### config.mk
export PLATFORM = sky130hd
export DESIGN_NAME = cbcc_queue
export DESIGN_NICKNAME = d
export VERILOG_FILES = /design/src/rtl/cbcc_pkg.sv /design/src/rtl/cbcc_queue.sv
export SDC_FILE = /design/constraint.sdc
export NUM_CORES = 1
export LEC_CHECK = 0
export ABC_AREA = 1
export BUFFER_PORTS_ARGS = -buffer_cell sky130_fd_sc_hd__buf_4
export CAP_MARGIN = 30
export CELL_PAD_IN_SITES_DETAIL_PLACEMENT = 1
export CELL_PAD_IN_SITES_GLOBAL_PLACEMENT = 2
export CORE_AREA = 3 3 221 201
export DETAILED_ROUTE_END_ITERATION = 16
export DIE_AREA = 0 0 224 204
export PLACE_DENSITY = 0.71
export SETUP_SLACK_MARGIN = 0.5
export SLEW_MARGIN = 20
export SYNTH_ARGS = -nofsm -noshare
export SYNTH_HDL_FRONTEND = slang
export SYNTH_SLANG_ARGS = --single-unit
### constraint.sdc
create_clock -name clock -period 8.85 [get_ports clock]
set_input_delay 1.77 -clock clock [delete_from_list [all_inputs] [get_ports clock]]
set_output_delay 1.77 -clock clock [all_outputs]
set_load 0.01 [all_outputs]
### src/rtl/cbcc_pkg.sv
// ----------------------------------------------------------------------------
// cbcc_pkg
// Shared widths, types and codes for the circle/box coverage classifier.
// ----------------------------------------------------------------------------
package cbcc_pkg;

   localparam int COORD_W  = 24;
   localparam int DIST_W   = 24;
   localparam int RADIUS_W = 23;
   localparam int SQ_W     = 2 * DIST_W;
   localparam int SUM_W    = SQ_W + 1;
   localparam int R2_W     = 2 * RADIUS_W;
   localparam int REQ_W    = 6 * COORD_W;
   localparam int RSP_W    = 8;

   typedef enum logic [1:0] {
      COV_FULL    = 2'd0,
      COV_NONE    = 2'd1,
      COV_PARTIAL = 2'd2
   } cov_type;

   typedef struct packed {
      logic [DIST_W-1:0] near_x;
      logic [DIST_W-1:0] far_x;
      logic [DIST_W-1:0] near_y;
      logic [DIST_W-1:0] far_y;
   } span_type;

endpackage

### src/rtl/cbcc_queue.sv
// ----------------------------------------------------------------------------
// cbcc_queue
// Four-entry queue of span records between the front and back parts.
// ----------------------------------------------------------------------------
module cbcc_queue
   import cbcc_pkg::*;
(
   input  logic     clock,
   input  logic     reset,
   input  logic     push_valid,
   output logic     push_ready,
   input  span_type push_span,
   output logic     pop_valid,
   input  logic     pop_ready,
   output span_type pop_span
);

   localparam int DEPTH = 4;
   localparam int IDX_W = $clog2(DEPTH);

   span_type           mem [DEPTH];
   logic [IDX_W-1:0]   wr_ptr_ff, wr_ptr_in;
   logic [IDX_W-1:0]   rd_ptr_ff, rd_ptr_in;
   logic [IDX_W:0]     count_ff, count_in;
   logic               push, pop;

   assign push_ready = (count_ff != (IDX_W+1)'(DEPTH));
   assign pop_valid  = (count_ff != '0);
   assign push       = push_valid && push_ready;
   assign pop        = pop_valid && pop_ready;
   assign pop_span   = mem[rd_ptr_ff];

   always_comb begin
      wr_ptr_in = push ? wr_ptr_ff + 1'b1 : wr_ptr_ff;
      rd_ptr_in = pop ? rd_ptr_ff + 1'b1 : rd_ptr_ff;
      count_in  = count_ff;
      if (push && !pop) begin
         count_in = count_ff + 1'b1;
      end else if (pop && !push) begin
         count_in = count_ff - 1'b1;
      end
   end

   always_ff @(posedge clock) begin
      if (reset) begin
         wr_ptr_ff <= '0;
         rd_ptr_ff <= '0;
         count_ff  <= '0;
      end else begin
         wr_ptr_ff <= wr_ptr_in;
         rd_ptr_ff <= rd_ptr_in;
         count_ff  <= count_in;
      end
   end

   always_ff @(posedge clock) begin
      if (push) begin
         mem[wr_ptr_ff] <= push_span;
      end
   end

endmodule

==> metrics <==
status=finished, final reports clean; top post-synthesis cells by area=edfxtp_1 (78%), nor2_1 (5.2%), o22ai_1 (4.1%); dpl hpwl=roughly 20 mm; Pre-antenna DRT Iters=4; DP Cell Count=roughly 1700; PostCTS Resize Cnt=0; Slew headroom=0.367; WL/cell=between 20 and 25 um; Worst Path Arrival=roughly 2.9 ns; synth unique cells=21; Worst Setup End Kind=output port; Fmax=0.216 GHz; Yosys reg bits=~400; Slew @ Worst Pin=~0.95 ns; Synth Net Count=roughly 1100; I/O pins=between 150 and 200; H-tree Lvls=2; Detail Route Antenna Nets=0; Post-synth EDFFs=around 380; synthesized instance count=roughly 1000; drt drc=0; TritonCTS clock tree=yes; sequential-to-total area share from yosys stat=0.794; Die ar.=roughly 46000 um2; GP Congestion=between 0.6 and 0.7; mapped cell area=about 15000 um2; Core Area=roughly 42000 um2; Initial Utilization=0.351; post-synth top area cell=edfxtp_1; ys async rst share=0; Final #Nets=1297; Initial DRC Count=approximately 530; maxcap violations=0; GR Overflow Total=0; diodes inserted=0; die width=~220 um; Crit Path Class=flop to output port; min Tclk post-route=about 4.6 ns; synthesis warning total=0; clock root buffer=clkbuf_16; Cell Pwr Density=between 200 and 300 nW/um2; final cell count without fillers=about 1800; global-route wire length before repair=roughly 55 mm; most common cell in the synthesized netlist=edfxtp_1; Required @ worst endpoint=7.08 ns; final hold violations=0; top cells by count, synth=edfxtp_1 (384), nor2_1 (206), o21ai_0 (102); Area Overhead vs Synth=22.3%; Mapped Avg Cell Area=14.8 um2; unrepaired setup endpoints after global routing=no; Reg clk slew, reported paths=approximately 0.060 ns; TNS Setup=0 ns; total wire length=roughly 36 mm; dominant synthesized flop cell=edfxtp_1; Max Slew Vio Count=0; GRT Util Overall=0.155; CTS Hold Bufs=0; Min-Delay Path Class=flop to flop; share of the synthesized area in the top cell type=0.781; maximum clock path buffer count=3; Via density=between 4 and 5; vias in the first global route=between 9000 and 10000; clk_lat worst skew=between 0.5 and 0.6 ns; Port Buffer Count=197; sinks on the clock net=approximately 390; Row Count=between 70 and 80; Final setup violation count=0; Setup Buffers After CTS=0; antenna violations before repair=1; via count=roughly 8800; Leak=about 6.3 nW; chip height=slightly above 200 um; Num CTS Buffers=42; Max FO, Critical Path=60; type of origin of the critical path=flop; filler cell count=roughly 4300; largest net degree at the start of global routing=100; Final period util=0.522; worst setup skew after layout=around 0.0090 ns; Worst VDD drop=between 0.0002 and 0.00025 V; layout cells sized above 1=0.224
area by class of cell:
class	instances	area, um2	area share
flip-flops and latches	393	11700	0.649
multi-input cells	525	2560	0.142
repair buffers	213	1660	0.0919
clock buffers	54	1160	0.0643
well taps	547	684	0.0379
clock inverters	24	201	0.0112
inverters	16	66.3	0.00367
power by group:
group / total [mW] / switching (mW) / internal (mW) / leakage (nW)
clock network: 1.73 / 0.687 / 1.04 / 0.665
logic: 1.35 / 0.840 / 0.508 / 2.01
registers: 2.32 / 0.0518 / 2.26 / 3.59
total: 5.39 / 1.58 / 3.81 / 6.26
cells by family (layout without fill, tap and decap cells):
kind of cell | Yosys count | after routing | share of synthesized area
flip-flops | 393 | 393 | 0.794
AO/OA/AOI/OAI | 292 | 292 | 0.107
AND/OR/NAND/NOR | 226 | 226 | 0.0581
buffers and inverters | 78 | 307 | 0.0349
adder cells (fa/ha/maj) | 6 | 6 | 0.00560
XOR/XNOR | 1 | 1 | 0.000594
flip-flops by register name, summed over array words and instances, names as in the netlist, named ones only:
register,flops
count_ff,3
wr_ptr_ff,2
rd_ptr_ff,2
mem,384
critical path: stages (launching register included):
cell and delay [ns]:
dfxtp_4 0.39, clkinv_2 0.44, buf_4 0.73, o21ai_1 0.20
o22ai_1 0.32, buf_4 0.19
cell usage in the layout, fill, tap and decap left out:
| master | count |
|---|---|
| fa_1 | 1 |
| inv_6 | 1 |
| nor2_1 | 202 |
| ha_1 | 5 |
| o22ai_1 | 96 |
| clkinv_1 | 15 |
| dfxtp_4 | 2 |
| bufinv_16 | 4 |
| buf_4 | 210 |
| a21oi_1 | 3 |
| clkbuf_16 | 45 |
| edfxtp_1 | 384 |
| nor2_4 | 4 |
| clkbuf_1 | 9 |
| dfxtp_1 | 7 |
| nand3_1 | 4 |
| xor2_1 | 1 |
| nand2_1 | 15 |
| inv_1 | 14 |
| clkinv_2 | 6 |
| buf_16 | 3 |
| o21ai_0 | 102 |
| o21ai_1 | 91 |
| nand3b_1 | 1 |
layer usage:
| layer | global-route usage | share of wire |
|---|---|---|
| met2 | 0.261 | 0.48 |
| met4 | 0.0409 | 0.017 |
| met5 | 0 | 0.00028 |
| met1 | 0.203 | 0.44 |
| met3 | 0.0348 | 0.058 |
metrics by stage:
step	worst slack [ns]	power, mW	hold WS (ns)	cell area, um2	util
finish	4.23	5.39	0.491	18000	0.430
CTS	3.95	5.47	0.501	18000	0.428
global route	3.99	5.67	0.537	18000	0.430
global placement	4.62	3.69	0.482	16600	0.395
detailed placement	4.56	3.72	0.479	16600	0.396
floorplan	2.42	3.13	0.459	14800	-
final timing paths:
path / from / end / slack, ns / cells past startpoint
worst max-delay path: flop / pop_span[27] / 4.23 / 5
worst min-delay path: rd_ptr_ff[1]$_SDFFE_PP0P_ / flop / 0.49 / 2
worst max register to register: count_ff[0]$_SDFFE_PP0P_ / mem[0][90]$_DFFE_PP_ / 5.97 / 6
worst min register to register: rd_ptr_ff[1]$_SDFFE_PP0P_ / flop / 0.49 / 2
Power figures use the tool's default switching activity.
