File: config.mk
export PLATFORM = sky130hd
export DESIGN_NAME = cbcc_front
export DESIGN_NICKNAME = d
export VERILOG_FILES = /design/src/rtl/cbcc_pkg.sv /design/src/rtl/cbcc_front.sv
export SDC_FILE = /design/constraint.sdc
export NUM_CORES = 1
export LEC_CHECK = 0
export BUFFER_PORTS_ARGS = -buffer_cell sky130_fd_sc_hd__buf_4
export CORE_MARGIN = 8
export CORE_UTILIZATION = 60
export DETAILED_ROUTE_END_ITERATION = 6
export PLACE_DENSITY = 0.84
export SYNTH_ARGS = -nofsm -noshare
export SYNTH_HDL_FRONTEND = slang
export SYNTH_SLANG_ARGS = --single-unit
File: constraint.sdc
create_clock -name clock -period 14.4 [get_ports clock]
set_input_delay 3.6 -clock clock [delete_from_list [all_inputs] [get_ports clock]]
set_output_delay 3.6 -clock clock [all_outputs]
set_load 0.01 [all_outputs]
File: src/rtl/cbcc_pkg.sv
// ----------------------------------------------------------------------------
// cbcc_pkg
// Shared widths, types and codes for the circle/box coverage classifier.
// ----------------------------------------------------------------------------
package cbcc_pkg;

   localparam int COORD_W  = 24;
   localparam int DIST_W   = 24;
   localparam int RADIUS_W = 23;
   localparam int SQ_W     = 2 * DIST_W;
   localparam int SUM_W    = SQ_W + 1;
   localparam int R2_W     = 2 * RADIUS_W;
   localparam int REQ_W    = 6 * COORD_W;
   localparam int RSP_W    = 8;

   typedef enum logic [1:0] {
      COV_FULL    = 2'd0,
      COV_NONE    = 2'd1,
      COV_PARTIAL = 2'd2
   } cov_type;

   typedef struct packed {
      logic [DIST_W-1:0] near_x;
      logic [DIST_W-1:0] far_x;
      logic [DIST_W-1:0] near_y;
      logic [DIST_W-1:0] far_y;
   } span_type;

endpackage

File: src/rtl/cbcc_front.sv
// ----------------------------------------------------------------------------
// cbcc_front
// Orders box edges and finds per-axis near and far distances to the point.
// ----------------------------------------------------------------------------
module cbcc_front
   import cbcc_pkg::*;
(
   input  logic               clock,
   input  logic               reset,
   input  logic               in_valid,
   output logic               in_ready,
   input  logic [REQ_W-1:0]   in_data,
   output logic               out_valid,
   input  logic               out_ready,
   output span_type           out_span
);

   logic signed [COORD_W-1:0] qx, qy, xa, xb, ya, yb;
   logic                      adv;

   logic                      s1_valid_ff;
   logic signed [COORD_W-1:0] s1_qx_ff, s1_qy_ff, s1_xl_ff, s1_xh_ff, s1_yl_ff, s1_yh_ff;
   logic signed [COORD_W-1:0] s1_xl_in, s1_xh_in, s1_yl_in, s1_yh_in;

   logic                      s2_valid_ff;
   span_type                  s2_span_ff;
   span_type                  s2_span_in;

   function automatic logic [DIST_W-1:0] abs_diff(input logic signed [COORD_W-1:0] a,
                                                   input logic signed [COORD_W-1:0] b);
      logic signed [COORD_W:0] d;
      d = (a > b) ? ({a[COORD_W-1], a} - {b[COORD_W-1], b})
                  : ({b[COORD_W-1], b} - {a[COORD_W-1], a});
      return d[DIST_W-1:0];
   endfunction

   function automatic void axis_span(input  logic signed [COORD_W-1:0] q,
                                     input  logic signed [COORD_W-1:0] lo,
                                     input  logic signed [COORD_W-1:0] hi,
                                     output logic [DIST_W-1:0]         near_d,
                                     output logic [DIST_W-1:0]         far_d);
      logic [DIST_W-1:0] dl;
      logic [DIST_W-1:0] dh;
      dl = abs_diff(q, lo);
      dh = abs_diff(q, hi);
      if (q < lo) begin
         near_d = dl;
      end else if (q > hi) begin
         near_d = dh;
      end else begin
         near_d = '0;
      end
      far_d = (dl > dh) ? dl : dh;
   endfunction

   assign qx = in_data[0*COORD_W +: COORD_W];
   assign qy = in_data[1*COORD_W +: COORD_W];
   assign xa = in_data[2*COORD_W +: COORD_W];
   assign xb = in_data[3*COORD_W +: COORD_W];
   assign ya = in_data[4*COORD_W +: COORD_W];
   assign yb = in_data[5*COORD_W +: COORD_W];

   assign adv      = !s2_valid_ff || out_ready;
   assign in_ready = adv;

   // order the edges
   always_comb begin
      s1_xl_in = (xa > xb) ? xb : xa;
      s1_xh_in = (xa > xb) ? xa : xb;
      s1_yl_in = (ya > yb) ? yb : ya;
      s1_yh_in = (ya > yb) ? ya : yb;
   end

   always_comb begin
      axis_span(s1_qx_ff, s1_xl_ff, s1_xh_ff, s2_span_in.near_x, s2_span_in.far_x);
      axis_span(s1_qy_ff, s1_yl_ff, s1_yh_ff, s2_span_in.near_y, s2_span_in.far_y);
   end

   always_ff @(posedge clock) begin
      if (reset) begin
         s1_valid_ff <= 1'b0;
         s2_valid_ff <= 1'b0;
      end else if (adv) begin
         s1_valid_ff <= in_valid;
         s2_valid_ff <= s1_valid_ff;
      end
   end

   always_ff @(posedge clock) begin
      if (adv) begin
         s1_qx_ff   <= qx;
         s1_qy_ff   <= qy;
         s1_xl_ff   <= s1_xl_in;
         s1_xh_ff   <= s1_xh_in;
         s1_yl_ff   <= s1_yl_in;
         s1_yh_ff   <= s1_yh_in;
         s2_span_ff <= s2_span_in;
      end
   end

   assign out_valid = s2_valid_ff;
   assign out_span  = s2_span_ff;

endmodule

==> flow_summary.yaml <==
clock_network:
  cts_root_buf: "clkbuf_16"
  clock-sinks: 242
  numCtsBuffers: 27
  postCtsHoldBufs: 0
  clkTransAtPathRegs_ns: 0.06
  cts_resized: 0
  cts_max_level: 1
  clk_latency_ns: 0.58
  post_cts_buffers: 0
  cts_buffer_depth: 3
  tritoncts: "yes"
timing:
  rsz0062_at_grt: "no"
  finalSetupViolCount: 0
  slew_viol_final: 0
  hold_viol: 0
  fmax_ghz: 0.126
  clock-skew-final_ns: 0.0424
  relSlewSlack_pct: 25.9
  period_needed_ns: 7.97
  max_slew.worst_pin.slew_ns: 1.11
  tns_ns: 0
  fin_crit_sh_pct: 55.3
grt:
  grt_pass1_vias: 19900
  antenna_found_initial: 1
  grt_pass1_wl_um: 108000
  track_usage_pct: 30.3
  grt_overflow: 0
  grt_max_degree: 71
min_path:
  holdPathEnd: "out_valid$_SDFFE_PP0P_"
  hp-start: "s1_valid_ff$_SDFFE_PP0P_"
  min_path_type: "flop to flop"
  hold_depth: 2
logic_synthesis:
  synthSimpleGateAreaFrac_pct: 11.7
  async_flop_share_pct: 0
  ys_seq_area_share_pct: 31.4
  yosysTopAreaCell: "edfxtp_1"
  synth_xor_area_share_pct: 4.77
  synth_top_family_by_area: "compound AO/OA/AOI/OAI gates"
  yosysMostFrequentCell: "ha_1"
  synth_flop_cell: "edfxtp_1"
  synth-warning-count: 0
  yosysTopAreaCellShare_pct: 31.2
  ys_ff_latch: 242
  syn_area_sq_mm: 0.0231
  synth_commonest_cells: "ha_1 (284), inv_1 (270), edfxtp_1 (240), a21oi_1 (196), nand2_1 (138)"
  synth-edff-count: 240
  syn_avg_cell_area_sq_um: 9.24
  syn_nets: 2943
  synthAdderAreaFrac_pct: 16.1
  ys_types: 88
  synth_mux_area_share_pct: 8.21
  synth_compound_area_share_pct: 21.0
  ys_top_cells_by_area: "edfxtp_1 (31%), ha_1 (15%), mux2_2 (4.9%)"
  synthCells: 2503
place:
  postPlaceCellArea_sq_mm: 0.0252
  hpwl_um: 56500
  port_buffers: 245
  place.gp.congestion: 1.03
setup_path:
  arrival_ns: 4.37
  reg2reg_from: "s1_qx_ff[5]$_DFFE_PP_"
  cp-start-kind: "input port"
  r2r-end: "out_span[68]$_DFFE_PP_"
  worst-r2r-cell-count: 19
  worstSetupPathType: "input port to primary output"
  worstPathRequired_ns: 10.80
  endpoint_kind: "primary output"
  critPathMaxFanout: 29
  reg2reg_slack_ns: 7.30
power_and_ir_drop:
  power_switching_mw: 2.17
  p_sw_share_pct: 44.4
  intPower_mw: 2.71
  p_comb_share_pct: 61.4
  peakVddDrop_v: 0.000163
  power_density_mw_per_mm2: 187
  seqPwrFrac_pct: 24.2
  power_frac_clock_pct: 14.3
  leakage_nw: 12.2
die:
  row_count: 72
  die_h_um: 212
  initial_core_util_pct: 60.2
  die_w_um: 212
  io_pins: 246
  core-area_sq_mm: 0.0384
  dieArea_sq_mm: 0.0451
flow_run:
  drv_cap: 0
drt:
  drc: 0
  num_vias: 19900
  drt_iter0_drc: 1639
  wirelength_um: 70500
  drt-vias-per-instance: 6.22
  first_pass_iters: 6
  post_drt_wl_per_cell_um: 22.0
  ant_nets: 0
final_layout:
  layout.nets: 3109
  fin_area_sq_mm: 0.0261
  drive_gt1_share_pct: 16.7
  syn_to_final_growth_pct: 12.7
outcome:
  status: "complete, no violations"
worst max-delay path by stage:
| stage | start | to | slack, ns |
|---|---|---|---|
| floorplan | out_ready | in_ready | 1.33 |
| global placement | out_ready | in_ready | 6.43 |
| detailed placement | out_ready | in_ready | 6.43 |
| CTS | out_ready | in_ready | 6.43 |
| global route | out_ready | in_ready | 6.40 |
| finish | out_ready | in_ready | 6.43 |
placed cells by master, fill, tap and decap left out, drive strengths merged, types with 23 or more instances in the layout:
master / synthesis / layout
a211oi: 24 / 24
a21o: 112 / 112
a21oi: 198 / 198
and2: 25 / 25
buf: 72 / 260
clkbuf: 51 / 30
edfxtp: 240 / 240
ha: 284 / 284
inv: 270 / 272
mux2: 101 / 101
mux2i: 76 / 76
nand2: 141 / 141
nand2b: 30 / 30
nand3: 39 / 39
nand4: 45 / 45
nor2: 124 / 124
nor2b: 29 / 29
nor3: 33 / 33
o211ai: 29 / 29
o21a: 31 / 31
o21ai: 140 / 140
o21bai: 24 / 24
o22ai: 23 / 23
xnor2: 69 / 69
xor2: 57 / 57
per-layer routing:
| metal | global-route usage, % | vias up | share of wire [%] |
|---|---|---|---|
| met1 | 34.8 | 9417 | 39 |
| met2 | 53.7 | 846 | 49 |
| li1 | - | 9429 | - |
| met4 | 17.4 | 0 | 6.6 |
| met5 | 0 | - | 0 |
| met3 | 3.99 | 240 | 6.2 |
state kept, by name (all words and copies together) (netlist names):
| name | flops |
|---|---|
| s1_yh_ff | 24 |
| s1_qx_ff | 24 |
| s1_xh_ff | 24 |
| s1_valid_ff | 1 |
| s1_xl_ff | 24 |
| s1_yl_ff | 24 |
| out_span | 96 |
| out_valid | 1 |
| s1_qy_ff | 24 |
critical path, stage by stage:
cell      delay (ns)
buf_4           0.11
nand2b_4        0.36
buf_4           0.27
logic make-up after synthesis:
group	count (synthesis)
flops	242
compound gates	734
mux	177
xor+xnor	126
simple gates	539
buf+inv	393
fa+ha+maj	292
stage by stage:
stage | setup slack [ns] | cells | power, mW | hold slack, ns | utilization [%]
finish | 6.43 | 3205 | 4.88 | 0.450 | 67.9
global route | 6.40 | 3205 | 5.17 | 0.484 | 67.9
CTS | 6.43 | 3204 | 4.84 | 0.456 | 67.9
detailed placement | 6.43 | 3158 | 4.11 | 0.437 | 65.6
global placement | 6.43 | 3158 | 4.05 | 0.427 | 65.6
floorplan | 1.33 | 2503 | 3.20 | 0.419 | -
cell type report:
| cell class | instances | area, sq um |
|---|---|---|
| multi-input cells | 1868 | 14300 |
| fillers | 3064 | 12300 |
| flip-flops and latches | 242 | 7250 |
| repair buffers | 260 | 1950 |
| inverters | 270 | 1010 |
| clock buffers | 30 | 687 |
| well taps | 518 | 648 |
| clock inverters | 16 | 193 |
| diodes | 1 | 2.50 |
power by group through the flow:
stage | logic [mW] | clock network (mW) | registers [mW]
5_1_grt | 3.24 | 0.736 | 1.20
3_5_place_dp | 2.92 | 0 | 1.19
2_1_floorplan | 1.96 | 0 | 1.24
6_report | 3.00 | 0.700 | 1.18
4_1_cts | 2.94 | 0.712 | 1.18
3_3_place_gp | 2.86 | 0 | 1.19
Note: power is estimated with default switching activity, not from simulation.
